File: src/sv/bpmt_pkg.sv
// ----------------------------------------------------------------------------
// Breakpoint match table package
// Shared widths, operation and status codes, and the control word that the
// controller broadcasts along the row of cells.
// ----------------------------------------------------------------------------
package bpmt_pkg;

   localparam int TABLE_DEPTH_DEFAULT = 16;
   localparam int ADDR_W              = 64;
   localparam int MODE_W              = 2;
   localparam int STATUS_W            = 2;
   localparam int SLOT_W              = 4;

   localparam logic [MODE_W-1:0] MODE_PUSH  = 2'd0;
   localparam logic [MODE_W-1:0] MODE_POP   = 2'd1;
   localparam logic [MODE_W-1:0] MODE_CHECK = 2'd2;

   localparam logic [STATUS_W-1:0] STATUS_OK   = 2'd0;
   localparam logic [STATUS_W-1:0] STATUS_MISS = 2'd1;
   localparam logic [STATUS_W-1:0] STATUS_FULL = 2'd2;

   // Control word seen by every cell in the same cycle
   typedef struct packed {
      logic              push_scan;   // token looks for disabled slots, moving up
      logic              advance;     // token moves one cell on
      logic              clear;       // scan finished, drop the token
      logic              kill;        // check commit: one-shot hit disables itself
      logic [ADDR_W-1:0] key;         // address to match, or to store on a write
      logic              wr_oneshot;
      logic              wr_disabled;
   } cell_bcast_type;

endpackage

File: src/sv/bpmt_cell.sv
// ----------------------------------------------------------------------------
// Breakpoint match table cell
// Holds one entry and one position of the scan token. The token arrives from
// the cell below on a push scan and from the cell above on a check scan.
// ----------------------------------------------------------------------------
module bpmt_cell (
   input  logic                    clock,
   input  logic                    reset,
   input  bpmt_pkg::cell_bcast_type bc,
   input  logic                    seed,
   input  logic                    wr_en,
   input  logic                    tok_below,
   input  logic                    tok_above,
   output logic                    tok,
   output logic                    hit,
   output logic                    hit_oneshot
);

   logic                        tok_ff, tok_in;
   logic [bpmt_pkg::ADDR_W-1:0] addr_ff, addr_in;
   logic                        oneshot_ff, oneshot_in;
   logic                        disabled_ff, disabled_in;
   logic                        flag;

   always_comb begin
      if (bc.push_scan) begin
         flag = disabled_ff;
      end else begin
         flag = !disabled_ff && (addr_ff == bc.key);
      end
   end

   assign tok         = tok_ff;
   assign hit         = tok_ff & flag;
   assign hit_oneshot = hit & oneshot_ff;

   always_comb begin
      tok_in      = tok_ff;
      addr_in     = addr_ff;
      oneshot_in  = oneshot_ff;
      disabled_in = disabled_ff;
      priority if (bc.clear) begin
         tok_in = 1'b0;
      end else if (seed) begin
         tok_in = 1'b1;
      end else if (bc.advance) begin
         tok_in = bc.push_scan ? tok_below : tok_above;
      end
      if (wr_en) begin
         addr_in     = bc.key;
         oneshot_in  = bc.wr_oneshot;
         disabled_in = bc.wr_disabled;
      end else if (bc.kill && hit_oneshot) begin
         disabled_in = 1'b1;
      end
   end

   always_ff @(posedge clock) begin
      if (reset) begin
         tok_ff <= 1'b0;
      end else begin
         tok_ff <= tok_in;
      end
      addr_ff     <= addr_in;
      oneshot_ff  <= oneshot_in;
      disabled_ff <= disabled_in;
   end

endmodule

File: src/sv/breakpoint_match_table.sv
// ----------------------------------------------------------------------------
// Breakpoint match table
// Row of entry cells with a scan token passed cell to cell, one per cycle while the result side is free.
// ----------------------------------------------------------------------------
// Pop, unused codes, and push or check on an empty table: the result is registered
// straight from the request, with no scan.
// Other push and check: the token visits one cell at a time (check from the top
// live entry down, push from slot 0 up), result registered after the last one;
// no new item is taken until the scan has ended.
// Reset clears the live count, the token and the controller; entries need none.
module breakpoint_match_table #(
   parameter int TABLE_DEPTH = bpmt_pkg::TABLE_DEPTH_DEFAULT
) (
   input  logic                          clock,
   input  logic                          reset,
   input  logic                          req_valid,
   output logic                          req_stall,
   input  logic [bpmt_pkg::MODE_W-1:0]   req_mode,
   input  logic [bpmt_pkg::ADDR_W-1:0]   req_addr,
   input  logic                          req_oneshot,
   input  logic                          req_start_disabled,
   output logic                          rsp_valid,
   input  logic                          rsp_stall,
   output logic [bpmt_pkg::STATUS_W-1:0] rsp_status,
   output logic [bpmt_pkg::SLOT_W-1:0]   rsp_slot
);

   localparam int CNT_W = $clog2(TABLE_DEPTH + 1);
   localparam int IDX_W = (TABLE_DEPTH > 1) ? $clog2(TABLE_DEPTH) : 1;

   typedef enum logic {ST_IDLE, ST_SCAN} state_type;

   state_type                      state_ff, state_in;
   logic [bpmt_pkg::MODE_W-1:0]    mode_ff, mode_in;
   logic [bpmt_pkg::ADDR_W-1:0]    addr_ff, addr_in;
   logic                           oneshot_ff, oneshot_in;
   logic                           dis_ff, dis_in;
   logic [IDX_W-1:0]               idx_ff, idx_in;
   logic [CNT_W-1:0]               count_ff, count_in;
   logic                           rsp_valid_ff, rsp_valid_in;
   logic [bpmt_pkg::STATUS_W-1:0]  rsp_status_ff, rsp_status_in;
   logic [bpmt_pkg::SLOT_W-1:0]    rsp_slot_ff, rsp_slot_in;

   bpmt_pkg::cell_bcast_type       bc;
   logic                           accept, out_free;
   logic                           seed_en, wr_go;
   logic [IDX_W-1:0]               seed_idx, wr_idx, last_idx, count_idx;
   logic [TABLE_DEPTH-1:0]         tok_vec, hit_vec, os_vec;
   logic                           any_hit, any_os;

   function automatic logic [bpmt_pkg::SLOT_W-1:0] slot_of(input logic [IDX_W-1:0] i);
      logic [IDX_W+bpmt_pkg::SLOT_W-1:0] ext;
      ext = {{bpmt_pkg::SLOT_W{1'b0}}, i};
      return ext[bpmt_pkg::SLOT_W-1:0];
   endfunction

   assign req_stall  = (state_ff != ST_IDLE) || (rsp_valid_ff && rsp_stall);
   assign accept     = req_valid && !req_stall;
   assign out_free   = !rsp_valid_ff || !rsp_stall;
   assign rsp_valid  = rsp_valid_ff;
   assign rsp_status = rsp_status_ff;
   assign rsp_slot   = rsp_slot_ff;

   assign any_hit   = |hit_vec;
   assign any_os    = |os_vec;
   assign last_idx  = IDX_W'(count_ff - 1'b1);
   assign count_idx = IDX_W'(count_ff);

   always_comb begin
      state_in      = state_ff;
      mode_in       = mode_ff;
      addr_in       = addr_ff;
      oneshot_in    = oneshot_ff;
      dis_in        = dis_ff;
      idx_in        = idx_ff;
      count_in      = count_ff;
      rsp_valid_in  = rsp_valid_ff && rsp_stall;
      rsp_status_in = rsp_status_ff;
      rsp_slot_in   = rsp_slot_ff;
      seed_en       = 1'b0;
      seed_idx      = '0;
      wr_go         = 1'b0;
      wr_idx        = idx_ff;

      bc.push_scan   = (mode_ff == bpmt_pkg::MODE_PUSH);
      bc.advance     = 1'b0;
      bc.clear       = 1'b0;
      bc.kill        = 1'b0;
      bc.key         = (state_ff == ST_IDLE) ? req_addr : addr_ff;
      bc.wr_oneshot  = (state_ff == ST_IDLE) ? req_oneshot : oneshot_ff;
      bc.wr_disabled = (state_ff == ST_IDLE) ? req_start_disabled : dis_ff;

      unique case (state_ff)
         ST_IDLE: begin
            if (accept) begin
               mode_in    = req_mode;
               addr_in    = req_addr;
               oneshot_in = req_oneshot;
               dis_in     = req_start_disabled;
               unique case (req_mode)
                  bpmt_pkg::MODE_PUSH: begin
                     if (count_ff == '0) begin
                        // empty table: append straight away at slot 0
                        wr_go         = 1'b1;
                        wr_idx        = '0;
                        count_in      = CNT_W'(1);
                        rsp_valid_in  = 1'b1;
                        rsp_status_in = bpmt_pkg::STATUS_OK;
                        rsp_slot_in   = '0;
                     end else begin
                        seed_en  = 1'b1;
                        seed_idx = '0;
                        idx_in   = '0;
                        state_in = ST_SCAN;
                     end
                  end
                  bpmt_pkg::MODE_POP: begin
                     if (count_ff != '0) begin
                        count_in = count_ff - 1'b1;
                     end
                     rsp_valid_in  = 1'b1;
                     rsp_status_in = bpmt_pkg::STATUS_OK;
                     rsp_slot_in   = '0;
                  end
                  bpmt_pkg::MODE_CHECK: begin
                     if (count_ff == '0) begin
                        rsp_valid_in  = 1'b1;
                        rsp_status_in = bpmt_pkg::STATUS_MISS;
                        rsp_slot_in   = '0;
                     end else begin
                        seed_en  = 1'b1;
                        seed_idx = last_idx;
                        idx_in   = last_idx;
                        state_in = ST_SCAN;
                     end
                  end
                  default: begin
                     rsp_valid_in  = 1'b1;
                     rsp_status_in = bpmt_pkg::STATUS_MISS;
                     rsp_slot_in   = '0;
                  end
               endcase
            end
         end
         ST_SCAN: begin
            if (out_free) begin
               priority if (any_hit) begin
                  bc.clear      = 1'b1;
                  rsp_valid_in  = 1'b1;
                  rsp_status_in = bpmt_pkg::STATUS_OK;
                  rsp_slot_in   = slot_of(idx_ff);
                  state_in      = ST_IDLE;
                  if (bc.push_scan) begin
                     wr_go = 1'b1;
                  end else begin
                     bc.kill = 1'b1;
                     // one-shot hit on the top entry shrinks the table
                     if (any_os && idx_ff == last_idx) begin
                        count_in = count_ff - 1'b1;
                     end
                  end
               end else if (bc.push_scan && idx_ff == last_idx) begin
                  bc.clear     = 1'b1;
                  rsp_valid_in = 1'b1;
                  state_in     = ST_IDLE;
                  if (count_ff == CNT_W'(TABLE_DEPTH)) begin
                     rsp_status_in = bpmt_pkg::STATUS_FULL;
                     rsp_slot_in   = '0;
                  end else begin
                     wr_go         = 1'b1;
                     wr_idx        = count_idx;
                     count_in      = count_ff + 1'b1;
                     rsp_status_in = bpmt_pkg::STATUS_OK;
                     rsp_slot_in   = slot_of(count_idx);
                  end
               end else if (!bc.push_scan && idx_ff == '0) begin
                  bc.clear      = 1'b1;
                  rsp_valid_in  = 1'b1;
                  rsp_status_in = bpmt_pkg::STATUS_MISS;
                  rsp_slot_in   = '0;
                  state_in      = ST_IDLE;
               end else begin
                  bc.advance = 1'b1;
                  idx_in     = bc.push_scan ? idx_ff + 1'b1 : idx_ff - 1'b1;
               end
            end
         end
         default: begin
            state_in = ST_IDLE;
         end
      endcase
   end

   always_ff @(posedge clock) begin
      if (reset) begin
         state_ff     <= ST_IDLE;
         count_ff     <= '0;
         rsp_valid_ff <= 1'b0;
      end else begin
         state_ff     <= state_in;
         count_ff     <= count_in;
         rsp_valid_ff <= rsp_valid_in;
      end
      mode_ff       <= mode_in;
      addr_ff       <= addr_in;
      oneshot_ff    <= oneshot_in;
      dis_ff        <= dis_in;
      idx_ff        <= idx_in;
      rsp_status_ff <= rsp_status_in;
      rsp_slot_ff   <= rsp_slot_in;
   end

   for (genvar i = 0; i < TABLE_DEPTH; i++) begin : g_cell
      logic tok_below, tok_above;
      if (i == 0) begin : g_bot
         assign tok_below = 1'b0;
      end else begin : g_mid_lo
         assign tok_below = tok_vec[i-1];
      end
      if (i == TABLE_DEPTH - 1) begin : g_top
         assign tok_above = 1'b0;
      end else begin : g_mid_hi
         assign tok_above = tok_vec[i+1];
      end
      bpmt_cell u_cell (
         .clock       (clock),
         .reset       (reset),
         .bc          (bc),
         .seed        (seed_en && (seed_idx == IDX_W'(i))),
         .wr_en       (wr_go && (wr_idx == IDX_W'(i))),
         .tok_below   (tok_below),
         .tok_above   (tok_above),
         .tok         (tok_vec[i]),
         .hit         (hit_vec[i]),
         .hit_oneshot (os_vec[i])
      );
   end

endmodule

File: config.mk
export PLATFORM = sky130hd
export DESIGN_NAME = breakpoint_match_table
export DESIGN_NICKNAME = d
export VERILOG_FILES = /design/src/sv/bpmt_pkg.sv /design/src/sv/bpmt_cell.sv /design/src/sv/breakpoint_match_table.sv
export SDC_FILE = /design/constraint.sdc
export NUM_CORES = 2
export LEC_CHECK = 0
export BUFFER_PORTS_ARGS = -buffer_cell sky130_fd_sc_hd__buf_2
export CELL_PAD_IN_SITES_DETAIL_PLACEMENT = 0
export CELL_PAD_IN_SITES_GLOBAL_PLACEMENT = 1
export CORE_AREA = 3 3 328 298
export DETAILED_ROUTE_END_ITERATION = 12
export DIE_AREA = 0 0 331 301
export GPL_TIMING_DRIVEN = 0
export HOLD_SLACK_MARGIN = 0.12
export PLACE_DENSITY = 0.87
export RECOVER_POWER = 25
export SLEW_MARGIN = 20
export SYNTH_ARGS = -nofsm -noshare
export SYNTH_HDL_FRONTEND = slang
export SYNTH_HIERARCHICAL = 1
export SYNTH_SLANG_ARGS = --single-unit
File: constraint.sdc
create_clock -name clock -period 11.7 [get_ports clock]
set_clock_uncertainty 0.15 [all_clocks]
set_input_delay 2.34 -clock clock [delete_from_list [all_inputs] [get_ports clock]]
set_output_delay 2.34 -clock clock [all_outputs]
set_load 0.01 [all_outputs]
==> After elaboration in Yosys (flattened, before gate mapping) <==
Index checks and enable logic that the tools add are counted.
{ "op_classes": {"add_sub_neg": 4, "muxes": 184, "n_eq_ne": 68, "reduce_logical": 139, "n_bitwise": 33} }
{ "op_table": {"columns": ["op", "count"], "rows": [
  ["$eq 64x64->1", 16],
  ["$mux 1", 126],
  ["$mux 4", 27],
  ["$logic_and 1x1->1", 69],
  ["$eq 4x4->1 const B", 16],
  ["$mux 64", 1],
  ["$reduce_bool 2->1", 32],
  ["$mux 5", 9],
  ["$and 1x1->1", 32],
  ["$eq 4x3->1 const B", 8],
  ["$pmux 4 s2", 4],
  ["$reduce_or 16->1", 2],
  ["$ne 3x3->1 const B", 7],
  ["$logic_not 1->1", 20],
  ["$pmux 5 s2", 2],
  ["$eq 4x2->1 const B", 4],
  ["$mux 2", 8],
  ["$logic_not 4->1", 3],
  ["$ne 3x1->1 const B", 3],
  ["$reduce_and 9->1", 1],
  ["$eq 4x1->1 const B", 2],
  ["$ne 2x2->1 const B", 4],
  ["$reduce_and 8->1", 1],
  ["$mux 3", 2],
  ["other kinds (23)", 29]
]} }
{ "word_totals": {"input_bits": 72, "out_inout_bits": 8, "register_bits": 1157, "word_cells": 502} }

==> Longest topological paths before layout <==
{ "logic_depth": {"ltp_word": 13, "mapped_depth": 19, "mapped_depth_nobuf": 16} }

==> By module <==
Netlist, hierarchy kept.
{ "by_module_without_submodules": {"columns": ["module", "cells_per_inst", "seq_area_each_um2", "area_per_inst_um2", "n_inst"], "rows": [
  ["bpmt_cell", 182, 2001.9, 2887.8, 16],
  ["breakpoint_match_table", 386, 2482.4, 4704.5, 1]
]} }

==> Worst setup path before layout <==
Ideal clock, no wire load.
{ "synth_timing": {"kind": "input to register", "from": "input req_addr[15] (netlist bit)", "to": "register g_cell[10].u_cell.disabled_ff (enable)", "stages": 15, "t_arrival_ps": 9865, "t_required_ps": 11235, "n_path_buf": 1, "setup_slack_ps": 1370, "setup_time_ps": 315, "path_cell_list": "mux2_2 xor2_1 a221o_2 nor4_4 nand3_2 o21ai_1 nor4_2 nand4_1 clkbuf_1 a31oi_1 o31ai_1 o21ai_1 nor3_1 nor2_1 o31ai_2"} }
{ "synth_via": {"elab_chain_len": 12, "elab_cells_between_ends": 80, "cone_classes": "eq/ne (17); mux (26); bitwise (17); reduce/logical (20)"} }
{ "synth_rtl": {"columns": ["item", "line", "text"], "rows": [
  ["start: declaration", "breakpoint_match_table.sv:19", "input logic [bpmt_pkg::ADDR_W-1:0] req_addr,"],
  ["$mux 64 *", "breakpoint_match_table.sv:89", "bc.key = (state_ff == ST_IDLE) ? req_addr : addr_ff;"],
  ["$eq 64x64->1 *", "bpmt_cell.sv:29", "flag = !disabled_ff && (addr_ff == bc.key);"],
  ["$logic_and 1x1->1 *", "bpmt_cell.sv:29", null],
  ["$mux 1 *", "bpmt_cell.sv:26", "if (bc.push_scan) begin"],
  ["$and 1x1->1 *", "bpmt_cell.sv:34", "assign hit = tok_ff & flag;"],
  ["via hit_vec[8]", "breakpoint_match_table.sv:48", "logic [TABLE_DEPTH-1:0] tok_vec, hit_vec, os_vec;"],
  ["$reduce_or 16->1 *", "breakpoint_match_table.sv:64", "assign any_hit = |hit_vec;"],
  ["$mux 4", "breakpoint_match_table.sv:147", "priority if (any_hit) begin"],
  ["$mux 4", "breakpoint_match_table.sv:146", "if (out_free) begin"],
  ["$pmux 4 s2", "breakpoint_match_table.sv:93", "unique case (state_ff)"],
  ["$eq 4x4->1", "breakpoint_match_table.sv:230", ".wr_en (wr_go && (wr_idx == IDX_W'(i))),"],
  ["$logic_and 1x1->1", "breakpoint_match_table.sv:230", null],
  ["$reduce_bool 2->1 (no line) *", null, null],
  ["end signal: assignment", "bpmt_cell.sv:66", "disabled_ff <= disabled_in;"],
  ["end: declaration", "bpmt_cell.sv:22", "logic disabled_ff, disabled_in;"]
]} }
The timed path passes the listed nets; every way through them passes the cells marked *.
A chain may end at the register's enable or synchronous reset.

==> reports/metrics.cfg <==
[worst_setup_path]
worstReg2RegStart=state_ff
crit_family=buffers and inverters
worstSetupPathType=reg -> reg
crit_slowest_cell=mux2_1
worst_setup_path_start_kind=flop
crit_start=state_ff
max_stage_delay_ps=1320
crit_path_frequent_cell=buf_4
cp-end-kind=flop
crit_required_ps=11930
cp_cell_sequence=clkbuf_1, clkbuf_1, clkbuf_1, mux2_1, xnor2_1, nand4_1, nor4_1, nand4_2, o21ai_1, nor4_2, nand4_1, clkbuf_1, a31oi_1, o31ai_1, o21ai_1, nor3_2, buf_4, buf_4, buf_4, buf_4, buf_4
path_max_fanout=32
cp.arrival_ps=10060
cp_num_buf_inv=9

[global_route]
top_usage_layer=met1
grt_use_met3=0.03173
grt_pass1_wl_mm=166.4
grt_usage=0.2205
grt_use_met1=0.3479
gr-total-overflow=0
grt_max_degree=55
grt_pass1_vias=26826
grt_antenna_before_repair=0
use_met2=0.3192

[synthesis]
async_flop_share=0
synth_seq_area_share=0.6779
yosys_warnings=6
syn_area_per_cell_um2=15.44
synth_flop_cell=edfxtp_1
synth-edff-count=1134
syn_inst=3298
syn-cell-area_um2=50910
ys_ff_latch=1157
ys_types=66

[power_and_ir_drop]
power.share.combinational=0.109
leakagePower_uw=0.01790
power.switching_uw=2242
power.share.switching=0.2408
peakVddDrop_v=0.0001617
p_clk_frac=0.384
seqPwrFrac=0.507
p_int_uw=7069
powerDensity_nw_per_um2=161.7

[timing]
hold_slack_ps=414.9
rsz0062_at_grt=no
worstMarginPinSlew_ps=1827
tns_ps=0
min_period_ps=9834
finalHoldViolCount=0
slew_violations=263
setup_viol=0
fmax_mhz=101.7
maxSlewHeadroom=-0.2178
period_share=0.8405

[finish]
synthToLayoutAreaGrowth_pct=13.13
fill_cells=7017
final_cell_mix=edfxtp_1, xnor2_1, nand4_1
nets=3692
mostFrequentLayoutCell=edfxtp_1
regArea_um2=34510
multi_input_area_um2=15750
drive_gt1_frac=0.1503

[route]
final_antenna_net_count=0
routed_via_density=5.633
dr.pass1.iters=7
via_count=27981
remaining_drc_errors=0
drt_wl_total_mm=109.5
first_iter_violations=2849
drt-wirelength-per-cell_um=22.05

[status]
status=complete, but fails checks
violations=capacitance limit, slew limit

[floorplanning]
core_area_um2=94520
io_pins=80
die_area_um2=99630
die_w_um=331
initial_core_util=0.5386
row_count=107
die_height_um=301

[cts]
cts_sinks=1157
post_cts.repair.setup_buffers=0
post_cts_resized=0
clk_pin_slew_ps=60
numCtsBuffers=112
cts_tree=built
htreeDepth=3
holdBufCountCts=0
ctsRootBufferMaster=clkbuf_16
clk-insertion-delay-late_ps=700
cts_buffer_depth=3

[place]
io_buffers=79
dp_hpwl_mm=70.81
place.gp.congestion=0.8568

[worst_hold_path]
min_path_type=reg -> reg
worstHoldStart=rsp_valid

[flow_run]
drv_cap=7

==> synth_stat cells, types with 19 or more instances <==
| master | count | share of area |
|---|---|---|
| xnor2_1 | 792 | 0.14 |
| nand3_1 | 29 | 0.0029 |
| nor4_4 | 32 | 0.013 |
| mux2_2 | 68 | 0.015 |
| nor3_1 | 56 | 0.0055 |
| nand2_1 | 54 | 0.0040 |
| o21ai_1 | 19 | 0.0019 |
| xor2_1 | 84 | 0.014 |
| nor4_1 | 21 | 0.0026 |
| dfxtp_1 | 23 | 0.0090 |
| edfxtp_1 | 1134 | 0.67 |
| inv_1 | 151 | 0.011 |
| nand4_1 | 212 | 0.026 |
| o22ai_1 | 80 | 0.0098 |
| nor4_2 | 36 | 0.0088 |
| a21oi_1 | 29 | 0.0029 |
| nor2_1 | 108 | 0.0080 |
| nand2b_1 | 70 | 0.0086 |
| nor2b_1 | 50 | 0.0061 |
==> worst paths after layout <==
| check | endpoint | slack [ps] | cells past startpoint |
|---|---|---|---|
| max | g_cell[1].u_cell/addr_ff[58] | 1870 | 21 |
| min | rsp_valid | 410 | 2 |
| max reg2reg | g_cell[1].u_cell/addr_ff[58] | 1870 | 21 |
| min reg2reg | rsp_valid | 410 | 2 |
==> worst reg2reg max path, delay by kind of cell (launching register included) <==
family,cells,cell delay (ps)
AO/OA/AOI/OAI,4,1290
buffers and inverters,9,3600
XOR/XNOR,1,240
AND/OR/NAND/NOR,6,2520
multiplexers,1,1340
flip-flops,1,420
==> metrics by stage <==
step             util  instance area, um2  worst slack (ps)  power (uW)  cells
6_report       0.6094               57600              1866        9311   4967
2_1_floorplan       -               50910              1370        5532   3299
4_1_cts        0.6097               57630              2530        9374   4965
3_5_place_dp   0.5708               53950              2544        5828   4752
3_3_place_gp   0.5594               52880             -4324        5802   4631
5_1_grt        0.6093               57590              1630        9638   4966
==> flip-flops by register name, indices dropped and copies added (netlist names) <==
| name | flops |
|---|---|
| g_cell.u_cell/addr_ff | 1024 |
| addr_ff | 64 |
| g_cell.u_cell/disabled_ff | 16 |
| g_cell.u_cell/oneshot_ff | 16 |
| g_cell.u_cell/tok | 16 |
| count_ff | 5 |
| idx_ff | 4 |
| rsp_slot | 4 |
| mode_ff | 2 |
| rsp_status | 2 |
| dis_ff | 1 |
| oneshot_ff | 1 |
| rsp_valid | 1 |
| state_ff | 1 |
==> per-layer routing <==
layer  wire length [um]  part of all wire
met2              47900              0.44
met1              51220              0.47
met4               2991             0.027
met5                  0                 0
met3               7404             0.068
==> power groups by stage <==
| stage | Sequential, uW | Clock, uW | Combinational (uW) |
|---|---|---|---|
| finish | 4720 | 3570 | 1020 |
| global route | 4730 | 3800 | 1110 |
| CTS | 4720 | 3630 | 1030 |
| detailed placement | 4810 | 0 | 1020 |
| global placement | 4820 | 0 | 985 |
| floorplan | 4800 | 0 | 730 |
==> final cells by class <==
class                   count  share of cell area
diodes                      1          0.00004345
flip-flops and latches   1157              0.5992
multi-input cells        1949              0.2734
clock buffers             129             0.05066
clock inverters            84             0.01321
inverters                 169             0.01106
plain buffers              24            0.001868
well taps                1253             0.02722
repair buffers            201             0.02329
==> cell families (layout without fill, tap and decap cells) <==
kind of cell,after synthesis,after routing,share of synthesized area
flops,1157,1157,0.6779
xor+xnor,877,877,0.1512
simple gates,733,733,0.09814
compound gates,247,247,0.03834
buf+inv,193,607,0.01453
mux,84,84,0.01819
fa+ha+maj,6,6,0.001622
other cells,1,3,0.00007366
Power figures use the tool's default switching activity.
